## config.mk

```make
export PLATFORM = sky130hd
export DESIGN_NAME = source_char_tokenizer
export DESIGN_NICKNAME = d
export VERILOG_FILES = /design/src/design/stc_pkg.sv /design/src/design/stc_scan.sv /design/src/design/stc_outq.sv /design/src/design/source_char_tokenizer.sv
export SDC_FILE = /design/constraint.sdc
export NUM_CORES = 1
export LEC_CHECK = 0
export ABC_AREA = 1
export BUFFER_PORTS_ARGS = -buffer_cell sky130_fd_sc_hd__clkbuf_2
export CELL_PAD_IN_SITES_DETAIL_PLACEMENT = 0
export CELL_PAD_IN_SITES_GLOBAL_PLACEMENT = 1
export CORE_ASPECT_RATIO = 0.75
export CORE_MARGIN = 5
export CORE_UTILIZATION = 30
export CTS_BUF_LIST = sky130_fd_sc_hd__clkbuf_4 sky130_fd_sc_hd__clkbuf_8
export CTS_CLUSTER_DIAMETER = 30
export DETAILED_ROUTE_END_ITERATION = 10
export PLACE_DENSITY = 0.57
export RECOVER_POWER = 50
export SKIP_CTS_REPAIR_TIMING = 1
export SYNTH_ARGS = -nofsm -noshare
export SYNTH_HDL_FRONTEND = slang
export SYNTH_SLANG_ARGS = --single-unit
```

## constraint.sdc

```tcl
create_clock -name clk -period 7.94 [get_ports clk]
set_input_delay 0.397 -clock clk [delete_from_list [all_inputs] [get_ports clk]]
set_output_delay 0.397 -clock clk [all_outputs]
set_load 0.01 [all_outputs]
```

## src/design/stc_pkg.sv

```systemverilog
// shared types, constants and character-class helpers for the source character tokenizer
// no dependencies; used by stc_scan, stc_outq and source_char_tokenizer
package stc_pkg;

    // input request: one source byte or an end marker
    typedef struct packed {
        logic [7:0] char_in;
        logic       end_of_text;
    } src_item_t;

    // one emitted token character
    typedef struct packed {
        logic [7:0] token_char;
        logic       token_first;
        logic       token_last;
        logic [2:0] token_kind;
        logic       batch_last;
    } tok_item_t;

    // up to two results produced by one input request, compacted into slot 0 first
    typedef struct packed {
        logic      v0;
        logic      v1;
        tok_item_t r0;
        tok_item_t r1;
    } push_t;

    typedef enum logic [6:0] {
        MODE_IDLE     = 7'b0000001,
        MODE_WORD     = 7'b0000010,
        MODE_NUMBER   = 7'b0000100,
        MODE_SLASH    = 7'b0001000,
        MODE_PLUSSTAR = 7'b0010000,
        MODE_LINE     = 7'b0100000,
        MODE_BLOCK    = 7'b1000000
    } mode_t;

    localparam logic [2:0] KIND_WORD  = 3'd0;
    localparam logic [2:0] KIND_INT   = 3'd1;
    localparam logic [2:0] KIND_FLOAT = 3'd2;
    localparam logic [2:0] KIND_SYM   = 3'd3;
    localparam logic [2:0] KIND_SYM2  = 3'd4;

    localparam logic [7:0] CH_SPACE   = 8'h20;
    localparam logic [7:0] CH_NL      = 8'h0A;
    localparam logic [7:0] CH_DOT     = 8'h2E;
    localparam logic [7:0] CH_SLASH   = 8'h2F;
    localparam logic [7:0] CH_STAR    = 8'h2A;
    localparam logic [7:0] CH_PLUS    = 8'h2B;
    localparam logic [7:0] CH_EQ      = 8'h3D;
    localparam logic [7:0] CH_UNDER   = 8'h5F;

    localparam int QUEUE_DEPTH = 4;
    localparam int QPTR_W      = $clog2(QUEUE_DEPTH);
    localparam int QCNT_W      = $clog2(QUEUE_DEPTH + 1);

    function automatic logic is_digit(input logic [7:0] c);
        return (c >= 8'h30) && (c <= 8'h39);
    endfunction

    function automatic logic is_word_char(input logic [7:0] c);
        return is_digit(c) || ((c >= 8'h41) && (c <= 8'h5A))
            || ((c >= 8'h61) && (c <= 8'h7A)) || (c == CH_UNDER);
    endfunction

endpackage

```

## src/design/stc_scan.sv

```systemverilog
// input register, scan mode machine and lookahead holding register of the tokenizer
// produces up to two results per request for stc_outq; depends on stc_pkg
module stc_scan (
    input  logic                  clk,
    input  logic                  rst_n,
    input  logic                  src_valid,
    output logic                  src_stall,
    input  stc_pkg::src_item_t    src_item,
    input  logic                  room,
    output stc_pkg::push_t        push
);

    logic                  inp_vld_reg;
    logic                  inp_vld_next;
    stc_pkg::src_item_t    inp_reg;
    logic                  step;

    stc_pkg::mode_t        mode_reg, mode_next;
    logic [7:0]            held_reg, held_next;
    logic                  held_vld_reg, held_vld_next;
    logic                  held_first_reg, held_first_next;
    logic                  dot_reg, dot_next;
    logic                  star_reg, star_next;

    logic [7:0]            c;
    logic                  st_emit, st_hold, st_dot;
    stc_pkg::mode_t        st_mode;
    stc_pkg::tok_item_t    st_r, fl_r, cont_r, s0, s1;
    logic                  s0_v, s1_v;
    logic                  use_flush, take_st;
    logic [2:0]            fl_kind;

    assign src_stall    = inp_vld_reg & ~room;
    assign step         = inp_vld_reg & room;
    assign inp_vld_next = src_stall ? inp_vld_reg : src_valid;

    always_ff @(posedge clk or negedge rst_n)
    begin
        if (!rst_n)
        begin
            inp_vld_reg <= 1'b0;
        end
        else
        begin
            inp_vld_reg <= inp_vld_next;
        end
    end

    always_ff @(posedge clk)
    begin
        if (!src_stall && src_valid)
        begin
            inp_reg <= src_item;
        end
    end

    assign c = inp_reg.char_in;

    // classification of a byte that opens a new token
    always_comb
    begin
        st_emit = 1'b0;
        st_hold = 1'b0;
        st_dot  = 1'b0;
        st_mode = stc_pkg::MODE_IDLE;
        if (c == stc_pkg::CH_SPACE)
        begin
            st_mode = stc_pkg::MODE_IDLE;
        end
        else if (stc_pkg::is_digit(c) || (c == stc_pkg::CH_DOT))
        begin
            st_mode = stc_pkg::MODE_NUMBER;
            st_hold = 1'b1;
            st_dot  = (c == stc_pkg::CH_DOT);
        end
        else if (stc_pkg::is_word_char(c))
        begin
            st_mode = stc_pkg::MODE_WORD;
            st_hold = 1'b1;
        end
        else if (c == stc_pkg::CH_SLASH)
        begin
            st_mode = stc_pkg::MODE_SLASH;
            st_hold = 1'b1;
        end
        else if ((c == stc_pkg::CH_PLUS) || (c == stc_pkg::CH_STAR))
        begin
            st_mode = stc_pkg::MODE_PLUSSTAR;
            st_hold = 1'b1;
        end
        else
        begin
            st_emit = 1'b1;
        end
    end

    // kind of the held character when it closes its token
    always_comb
    begin
        fl_kind = stc_pkg::KIND_SYM;
        if (mode_reg == stc_pkg::MODE_WORD)
        begin
            fl_kind = stc_pkg::KIND_WORD;
        end
        else if (mode_reg == stc_pkg::MODE_NUMBER)
        begin
            if (held_first_reg && (held_reg == stc_pkg::CH_DOT))
            begin
                fl_kind = stc_pkg::KIND_SYM;
            end
            else
            begin
                fl_kind = dot_reg ? stc_pkg::KIND_FLOAT : stc_pkg::KIND_INT;
            end
        end
    end

    assign st_r   = '{token_char: c, token_first: 1'b1, token_last: 1'b1,
                      token_kind: stc_pkg::KIND_SYM, batch_last: 1'b0};
    assign fl_r   = '{token_char: held_reg, token_first: held_first_reg, token_last: 1'b1,
                      token_kind: fl_kind, batch_last: 1'b0};
    assign cont_r = '{token_char: held_reg, token_first: held_first_reg, token_last: 1'b0,
                      token_kind: stc_pkg::KIND_WORD, batch_last: 1'b0};

    always_comb
    begin
        mode_next       = mode_reg;
        held_next       = held_reg;
        held_vld_next   = held_vld_reg;
        held_first_next = held_first_reg;
        dot_next        = dot_reg;
        star_next       = star_reg;
        s0              = fl_r;
        s1              = st_r;
        s0_v            = 1'b0;
        s1_v            = 1'b0;
        use_flush       = 1'b0;
        take_st         = 1'b0;

        if (inp_reg.end_of_text)
        begin
            s0_v            = held_vld_reg;
            mode_next       = stc_pkg::MODE_IDLE;
            held_next       = 8'h00;
            held_vld_next   = 1'b0;
            held_first_next = 1'b0;
            dot_next        = 1'b0;
            star_next       = 1'b0;
        end
        else
        begin
            unique case (mode_reg)
                stc_pkg::MODE_WORD:
                begin
                    if (stc_pkg::is_word_char(c))
                    begin
                        s0              = cont_r;
                        s0_v            = 1'b1;
                        held_next       = c;
                        held_vld_next   = 1'b1;
                        held_first_next = 1'b0;
                    end
                    else
                    begin
                        use_flush = 1'b1;
                        take_st   = 1'b1;
                    end
                end
                stc_pkg::MODE_NUMBER:
                begin
                    if (stc_pkg::is_digit(c) || (c == stc_pkg::CH_DOT))
                    begin
                        s0              = cont_r;
                        s0_v            = 1'b1;
                        held_next       = c;
                        held_vld_next   = 1'b1;
                        held_first_next = 1'b0;
                        dot_next        = dot_reg | (c == stc_pkg::CH_DOT);
                    end
                    else
                    begin
                        use_flush = 1'b1;
                        take_st   = 1'b1;
                    end
                end
                stc_pkg::MODE_SLASH:
                begin
                    if (c == stc_pkg::CH_SLASH)
                    begin
                        held_next       = 8'h00;
                        held_vld_next   = 1'b0;
                        held_first_next = 1'b0;
                        dot_next        = 1'b0;
                        mode_next       = stc_pkg::MODE_LINE;
                    end
                    else if (c == stc_pkg::CH_STAR)
                    begin
                        held_next       = 8'h00;
                        held_vld_next   = 1'b0;
                        held_first_next = 1'b0;
                        dot_next        = 1'b0;
                        mode_next       = stc_pkg::MODE_BLOCK;
                        star_next       = 1'b1;
                    end
                    else
                    begin
                        use_flush = 1'b1;
                        take_st   = 1'b1;
                    end
                end
                stc_pkg::MODE_PLUSSTAR:
                begin
                    if (c == stc_pkg::CH_EQ)
                    begin
                        s0              = '{token_char: held_reg, token_first: 1'b1,
                                            token_last: 1'b0,
                                            token_kind: stc_pkg::KIND_WORD,
                                            batch_last: 1'b0};
                        s0_v            = 1'b1;
                        s1              = '{token_char: c, token_first: 1'b0,
                                            token_last: 1'b1,
                                            token_kind: stc_pkg::KIND_SYM2,
                                            batch_last: 1'b0};
                        s1_v            = 1'b1;
                        held_next       = 8'h00;
                        held_vld_next   = 1'b0;
                        held_first_next = 1'b0;
                        dot_next        = 1'b0;
                        mode_next       = stc_pkg::MODE_IDLE;
                    end
                    else
                    begin
                        use_flush = 1'b1;
                        take_st   = 1'b1;
                    end
                end
                stc_pkg::MODE_LINE:
                begin
                    // the newline leaves the comment and is a symbol of its own
                    if (c == stc_pkg::CH_NL)
                    begin
                        take_st = 1'b1;
                    end
                end
                stc_pkg::MODE_BLOCK:
                begin
                    if (star_reg && (c == stc_pkg::CH_SLASH))
                    begin
                        star_next = 1'b0;
                        mode_next = stc_pkg::MODE_IDLE;
                    end
                    else
                    begin
                        star_next = (c == stc_pkg::CH_STAR);
                    end
                end
                default:
                begin
                    take_st = 1'b1;
                end
            endcase

            if (take_st)
            begin
                if (use_flush && held_vld_reg)
                begin
                    s0   = fl_r;
                    s0_v = 1'b1;
                    s1   = st_r;
                    s1_v = st_emit;
                end
                else
                begin
                    s0   = st_r;
                    s0_v = st_emit;
                end
                mode_next       = st_mode;
                held_next       = st_hold ? c : 8'h00;
                held_vld_next   = st_hold;
                held_first_next = st_hold;
                dot_next        = st_dot;
            end
        end
    end

    always_comb
    begin
        push.v0            = step & s0_v;
        push.v1            = step & s1_v;
        push.r0            = s0;
        push.r0.batch_last = ~s1_v;
        push.r1            = s1;
        push.r1.batch_last = 1'b1;
    end

    always_ff @(posedge clk or negedge rst_n)
    begin
        if (!rst_n)
        begin
            mode_reg       <= stc_pkg::MODE_IDLE;
            held_reg       <= 8'h00;
            held_vld_reg   <= 1'b0;
            held_first_reg <= 1'b0;
            dot_reg        <= 1'b0;
            star_reg       <= 1'b0;
        end
        else if (step)
        begin
            mode_reg       <= mode_next;
            held_reg       <= held_next;
            held_vld_reg   <= held_vld_next;
            held_first_reg <= held_first_next;
            dot_reg        <= dot_next;
            star_reg       <= star_next;
        end
    end

endmodule

```

## src/design/stc_outq.sv

```systemverilog
// result queue of the tokenizer: takes up to two results a cycle, hands out one while tok_stall is low
// depends on stc_pkg for the result and push types and the queue depth
module stc_outq (
    input  logic                  clk,
    input  logic                  rst_n,
    input  stc_pkg::push_t        push,
    output logic                  room,
    output logic                  tok_valid,
    input  logic                  tok_stall,
    output stc_pkg::tok_item_t    tok_item
);

    stc_pkg::tok_item_t               mem [stc_pkg::QUEUE_DEPTH];
    logic [stc_pkg::QPTR_W-1:0]       wr_ptr_reg, wr_ptr_next;
    logic [stc_pkg::QPTR_W-1:0]       rd_ptr_reg, rd_ptr_next;
    logic [stc_pkg::QCNT_W-1:0]       cnt_reg, cnt_next;
    logic [stc_pkg::QPTR_W-1:0]       wr_ptr_p1;
    logic [stc_pkg::QCNT_W-1:0]       n_push;
    logic                             pop;

    // a request may bring two results, so keep two slots free
    assign room      = (cnt_reg <= stc_pkg::QCNT_W'(stc_pkg::QUEUE_DEPTH - 2));
    assign tok_valid = (cnt_reg != '0);
    assign tok_item  = mem[rd_ptr_reg];
    assign pop       = tok_valid & ~tok_stall;
    assign wr_ptr_p1 = wr_ptr_reg + stc_pkg::QPTR_W'(1);

    assign n_push      = stc_pkg::QCNT_W'(push.v0) + stc_pkg::QCNT_W'(push.v1);
    assign wr_ptr_next = wr_ptr_reg + n_push[stc_pkg::QPTR_W-1:0];
    assign rd_ptr_next = rd_ptr_reg + stc_pkg::QPTR_W'(pop);
    assign cnt_next    = cnt_reg + n_push - stc_pkg::QCNT_W'(pop);

    always_ff @(posedge clk)
    begin
        if (push.v0)
        begin
            mem[wr_ptr_reg] <= push.r0;
        end
        if (push.v1)
        begin
            mem[wr_ptr_p1] <= push.r1;
        end
    end

    always_ff @(posedge clk or negedge rst_n)
    begin
        if (!rst_n)
        begin
            wr_ptr_reg <= '0;
            rd_ptr_reg <= '0;
            cnt_reg    <= '0;
        end
        else
        begin
            wr_ptr_reg <= wr_ptr_next;
            rd_ptr_reg <= rd_ptr_next;
            cnt_reg    <= cnt_next;
        end
    end

endmodule

```

## src/design/source_char_tokenizer.sv

```systemverilog
// top level of the source character tokenizer: input stage and mode machine, result queue
// depends on stc_pkg, stc_scan and stc_outq
//
// Streaming tokenizer: one source byte per request in, one token character per result
// out, with first/last marks and the token kind on the last character. One byte is held
// as lookahead, so a held character appears one request after it arrives; an end-of-text
// request flushes it. A request is taken every cycle while the four-entry result queue
// has two free slots. Most requests give zero or one result; a held character followed
// by a symbol, or a two-character symbol, gives two, and the output drains one result
// per cycle while tok_stall is low, so a run of such requests is paced by the output.
// Each request is registered at the input and its results pass through the result queue.
module source_char_tokenizer (
    input  logic                  clk,
    input  logic                  rst_n,
    input  logic                  src_valid,
    output logic                  src_stall,
    input  stc_pkg::src_item_t    src_item,
    output logic                  tok_valid,
    input  logic                  tok_stall,
    output stc_pkg::tok_item_t    tok_item
);

    stc_pkg::push_t push;
    logic           room;

    stc_scan u_scan (
        .clk       (clk),
        .rst_n     (rst_n),
        .src_valid (src_valid),
        .src_stall (src_stall),
        .src_item  (src_item),
        .room      (room),
        .push      (push)
    );

    stc_outq u_outq (
        .clk       (clk),
        .rst_n     (rst_n),
        .push      (push),
        .room      (room),
        .tok_valid (tok_valid),
        .tok_stall (tok_stall),
        .tok_item  (tok_item)
    );

endmodule

```

==> impl_metrics.csv, run 1 <==
group,metric,value,unit
run_status,outcome,"finished with violations",
run_status,violations,"capacitance limit, slew limit",
clock_tree,clock_latency,0.38,ns
hold_path,min_to,"u_scan.c[6]",
route,viasPerCell,5.16,
floorplanning,start_util,30.6,%
timing,slew_violations,100,
timing,max_slew_margin,-10.6,%
timing,fin_crit_sh,71.6,%
finish,n_antenna_cell,0,
clock_tree,cts_tree,"yes",
global_routing,grt_pass1_wl,24700,um
clock_tree,cts_inserted_buffers,9,
timing,period_minus_slack,5.68,ns
global_routing,grt_max_degree,31,
synthesis,ys_types,44,
finish,drive_above_1_share,13.0,%
synthesis,synth_edf_count,57,
flow_run,drv_cap,4,
worst_setup_path,reg2reg_from,"u_scan.c[0]",
synthesis,ys_ff_latch,92,
global_routing,grt.total_usage,16.3,%
finish,ff_latch_area,2550,um2
timing,tightest_slew,1.65,ns
timing,clock.fmax,176,MHz
finish,fin_area,5510,um2
pwr,peakVddDrop,130,uV
synthesis,synthesis.nets,617,
finish,nNetsFinal,630,
synthesis,yosys.area.top_type,"edfxtp_1",
floorplanning,rows,41,
worst_setup_path,startpoint_type,"flop",
route,firstDrtPassIters,5,
timing,setup_tns,0,ns
synthesis,synth_common_cells,"90 x nand2_1, 70 x nor2_1, 57 x edfxtp_1",
synthesis,ys_warn_count,0,
timing,rsz0062_at_grt,"no",
route,ant_nets,0,
global_routing,grt_antenna_before_repair,0,
synthesis,ys_seq_area_share,49.3,%
finish,synthToLayoutAreaGrowth,6.61,%
hold_path,hold_depth,1,
finish,multi_input_area,2160,um2
global_routing,overflow,0,
timing,setup_viol,0,
synthesis,synth_top_cell_area_share,33.1,%
floorplanning,die_area,20000,um2
finish,largest_register_ffs,56,
floorplanning,core,16900,um2
synthesis,synth.avg_cell_area,8.65,um2
timing,worst_clock_skew,0.00640,ns
worst_setup_path,required,8.03,ns
finish,nFillCells,1794,
placed_design,hpwl,11000,um
floorplanning,die_w,162,um
placed_design,gp_congestion,0.932,
finish,fin_util,32.6,%
worst_setup_path,crit_arrival,5.77,ns
floorplanning,io-pin-count,29,
route,drt_first_iter_violations,394,
worst_setup_path,path_class,"reg2reg",
worst_setup_path,regToRegSetupSlack,2.26,ns
worst_setup_path,cp_max_fo,17,
clock_tree,path_clk_slew,0.09,ns
worst_setup_path,reg2regPathDepth,13,
route,vias,4282,
route,finalWirelength,15400,um
worst_setup_path,endpoint_kind,"flop",
clock_tree,root_buffer,"clkbuf_8",
pwr,p_leak,2.11,nW
placed_design,io_buffers,28,
clock_tree,h-tree-depth,3,
synthesis,yosysMostFrequentCell,"nand2_1",
floorplanning,fp.dieH,124,um
worst_setup_path,reg2reg_to,"u_outq.mem[2][1]",
hold_path,min_path_type,"in2reg",
synthesis,postSynth.asyncResetShare,29.3,%
hold_path,hold_path_startpoint,"src_item[7]",
clock_tree,clockBufferDepth,2,
synthesis,synth.area.top_cells,"edfxtp_1 33%, dfrtp_1 13%, nand2_1 6.5%, o21ai_0 5.1%, nor2_1 5.1%",
route,drc_errors,0,
timing,hold_viol,0,
pwr,power.density,354,nW/um2
placed_design,place_area,5430,um2
clock_tree,clkSinkCount,92,
synthesis,synth-main-ff-cell,"edfxtp_1",
synthesis,synthCells,597,
synthesis,syn_area,5160,um2
global_routing,grt_pass1_vias,4221,
route,avgRoutedWirePerCell,18.5,um
[cells in the final DEF, fill, tap and decap left out, types with 5 or more instances in the layout]
cell | Yosys | routed
inv_2 | 5 | 5
o22ai_1 | 14 | 14
clkbuf_8 | 0 | 9
dfxtp_1 | 8 | 8
o21ai_0 | 53 | 72
nor3_1 | 17 | 17
nor2_1 | 70 | 75
edfxtp_1 | 57 | 57
o21ai_2 | 9 | 7
nand3_1 | 52 | 54
inv_1 | 45 | 45
nand2_2 | 7 | 6
nor2_2 | 10 | 10
dfrtp_1 | 26 | 26
a21oi_1 | 7 | 8
ha_1 | 6 | 6
o21ai_1 | 48 | 31
nand2_1 | 90 | 91
clkbuf_1 | 10 | 10
clkbuf_2 | 0 | 19
[through the flow]
| step | total power, mW | hold slack, ns | setup slack, ns | std cells |
|---|---|---|---|---|
| finish | 1.95 | 0.191 | 2.26 | 830 |
| global route | 2.12 | 0.162 | 1.93 | 830 |
| CTS | 2.01 | 0.0662 | 4.15 | 830 |
| detailed placement | 1.71 | 0.457 | 4.17 | 814 |
| global placement | 1.71 | 0.454 | 4.14 | 814 |
| floorplan | 1.41 | 0.101 | 4.83 | 597 |
[worst max path at each step]
stage          slack, ns           endpoint  cells after the start   startpoint
6_report            2.26   u_outq.mem[2][1]                     13  u_scan.c[0]
3_5_place_dp        4.17  u_outq.cnt_reg[2]                     17  u_scan.c[0]
4_1_cts             4.15  u_outq.cnt_reg[2]                     17  u_scan.c[0]
2_1_floorplan       4.83  u_outq.cnt_reg[2]                     18  u_scan.c[4]
3_3_place_gp        4.14  u_outq.cnt_reg[2]                     17  u_scan.c[0]
5_1_grt             1.93   u_outq.mem[2][1]                     13  u_scan.c[0]
[cells by family (layout without fill, tap and decap cells)]
family,after synthesis,count (layout),synth area share (%)
simple gates,269,269,25.1
compound gates,141,141,15.5
flops,92,92,49.3
buf+inv,83,101,7.32
fa+ha+maj,7,7,1.84
xor+xnor,5,5,0.848
[where the power goes]
part | switching [mW] | total (mW) | internal, mW
Combinational | 0.631 | 0.888 | 0.257
Sequential | 0.117 | 0.769 | 0.652
Clock | 0.170 | 0.295 | 0.124
Total | 0.919 | 1.95 | 1.03
[critical path: stages, from the launching register on]
cell	delay (ns)
edfxtp_1	0.57
clkinvlp_2	0.36
nor3_1	0.30
nand2_1	0.13
nand2_1	0.08
nand2_1	0.05
nor2_1	0.17
nand2_4	0.09
nor2_1	1.23
clkinvlp_2	1.17
nor2_1	0.47
o31ai_1	0.28
o21ai_1	0.31
o21ai_0	0.19
[layer usage]
metal | vias up | wire (um) | track usage, %
met1 | 2063 | 8030 | 24.7
li1 | 2069 | - | -
met4 | 0 | 182 | 3.36
met5 | - | 0 | 0
met2 | 133 | 6230 | 22.8
met3 | 17 | 925 | 4.86
[area by class of cell]
| cell class | count | share of cell area [%] |
|---|---|---|
| Clock buffer | 12 | 2.66 |
| Clock inverter | 4 | 0.477 |
| Inverter | 54 | 3.75 |
| Multi-Input combinational cell | 422 | 39.3 |
| Sequential cell | 92 | 46.3 |
| Tap cell | 215 | 4.89 |
| Timing Repair Buffer | 31 | 2.68 |
Power figures use the tool's default switching activity.
==> run 2: changes to the inputs <==
- clock period: 7.94 -> 5.3 ns (I/O delays scaled with it)
==> impl_metrics.csv, run 2 (synthesis results as in run 1) <==
group,metric,value,unit
finish,n_antenna_cell,0,
finish,synthToLayoutAreaGrowth,7.17,%
hold_path,hold_depth,1,
clock_tree,cts_tree,"yes",
route,drc_errors,0,
clock_tree,clockBufferDepth,2,
route,avgRoutedWirePerCell,17.9,um
pwr,internal_power,1.53,mW
clock_tree,h-tree-depth,3,
route,viasPerCell,5.10,
floorplanning,die_area,20000,um2
worst_setup_path,regToRegSetupSlack,1.27,ns
worst_setup_path,cp_max_fo,17,
pwr,p_comb_share,45.6,%
floorplanning,io-pin-count,29,
timing,setup_tns,0,ns
global_routing,busiest_layer,"met1",
timing,tightest_slew,1.50,ns
finish,largest_register_ffs,56,
placed_design,place_area,5440,um2
global_routing,grt_pass1_wl,23700,um
run_status,violations,"capacitance limit, slew limit",
finish,nNetsFinal,632,
pwr,peakVddDrop,187,uV
worst_setup_path,endpoint_kind,"flop",
timing,fin_crit_sh,76.0,%
global_routing,grt_antenna_before_repair,0,
timing,hold_viol,0,
global_routing,grtUsageMet3,4.27,%
timing,setup_viol,0,
clock_tree,root_buffer,"clkbuf_8",
finish,fin_area,5540,um2
floorplanning,start_util,30.6,%
placed_design,hpwl,10900,um
finish,mostFrequentLayoutCell,"nand2_1",
global_routing,grtUsageMet1,23.1,%
pwr,p_sw_share,47.5,%
worst_setup_path,worst-path-buf-inv,2,
run_status,outcome,"finished with violations",
placed_design,io_buffers,28,
global_routing,overflow,0,
route,drt_first_iter_violations,368,
worst_setup_path,worstPathCellList,"inv_1, nand2_1, nor2_1, and2_0, nor2_1, nor2_4, nand2_1, nor2_8, nor2_1, nand2_2, and3_1, ha_1, inv_1, ha_1, fa_1, xnor2_1, xor2_1",
floorplanning,core,16900,um2
floorplanning,rows,41,
route,firstDrtPassIters,5,
pwr,p_leak,2.11,nW
floorplanning,fp.dieH,124,um
route,ant_nets,0,
pwr,seqPwrFrac,39.2,%
timing,slew_violations,27,
timing,clock.fmax,248,MHz
worst_setup_path,cpMaxStageDelayCell,"edfxtp_1",
clock_tree,cts_inserted_buffers,9,
global_routing,grt.total_usage,15.5,%
timing,period_minus_slack,4.03,ns
worst_setup_path,path_class,"reg2reg",
finish,most-common-layout-cells,"92 x nand2_1, 74 x nor2_1, 68 x o21ai_0",
global_routing,grt_max_degree,31,
pwr,p_sw,1.38,mW
worst_setup_path,path_depth,17,
finish,drive_above_1_share,11.5,%
route,finalWirelength,14900,um
worst_setup_path,critPathTopFamily,"simple AND/OR/NAND/NOR gates",
timing,max_slew_margin,-0.228,%
timing,rsz0062_at_grt,"no",
timing,worst_hold_slack,0.0551,ns
timing,worst_clock_skew,0.0129,ns
clock_tree,clkSinkCount,92,
worst_setup_path,reg2regPathDepth,17,
worst_setup_path,required,5.61,ns
pwr,power.clock.fraction,15.2,%
clock_tree,path_clk_slew,0.09,ns
clock_tree,clock_latency,0.39,ns
pwr,power.density,525,nW/um2
global_routing,met2_usage,22.6,%
placed_design,gp_congestion,0.925,
worst_setup_path,startpoint_type,"flop",
global_routing,grt_pass1_vias,4128,
worst_setup_path,cp_common_cell,"nor2_1",
floorplanning,die_w,162,um
flow_run,drv_cap,1,
hold_path,min_path_type,"in2reg",
route,vias,4245,
worst_setup_path,critPathMaxStageDelay,0.53,ns
worst_setup_path,crit_arrival,4.33,ns
[run 2: cell count changes in the layout (fill, tap and decap cells not counted), sizes merged]
cell,change
clkbuf,-3
buf,+1
inv,+3
dlygate4sd3,+1
[run 2: path summary, 6_finish.rpt]
check	from	to
max	u_scan.c[2]	u_outq.cnt_reg[2]
min	src_item[7]	u_scan.c[6]
max reg2reg	u_scan.c[2]	u_outq.cnt_reg[2]
min reg2reg	u_outq.mem[2][4]	u_outq.mem[2][4]
max in group asynchronous	rst_n	u_outq.wr_ptr_reg[1]
min in group asynchronous	rst_n	u_scan.held_reg[1]
[run 2: layout make-up]
type | count | area [um2]
clock inverters | 7 | 50.0
clock buffers | 9 | 124
inverters | 54 | 208
repair buffers | 33 | 154
fillers | 1761 | 11300
well taps | 215 | 269
multi-input cells | 422 | 2180
flip-flops and latches | 92 | 2550
[run 2: per-layer routing]
layer | share of wire (%) | vias up
met2 | 42 | 115
met5 | 0 | -
met4 | 0.58 | 0
met3 | 6.0 | 8
li1 | - | 2073
met1 | 51 | 2049
[run 2: power by group through the flow]
stage	sequential [mW]	clock [mW]	combinational, mW
2_1_floorplan	1.07	0	1.05
3_3_place_gp	1.16	0	1.39
3_5_place_dp	1.16	0	1.40
4_1_cts	1.14	0.457	1.40
5_1_grt	1.16	0.484	1.50
6_report	1.14	0.443	1.32
[run 2: metrics by stage]
stage / setup slack, ns / std cells / power [mW] / util, %
4_1_cts: 1.52 / 831 / 3.00 / 33.2
5_1_grt: 0.945 / 832 / 3.15 / 32.8
6_report: 1.27 / 832 / 2.91 / 32.8
3_3_place_gp: 1.59 / 815 / 2.55 / 32.2
2_1_floorplan: 2.19 / 597 / 2.12 / -
3_5_place_dp: 1.56 / 815 / 2.55 / 32.2
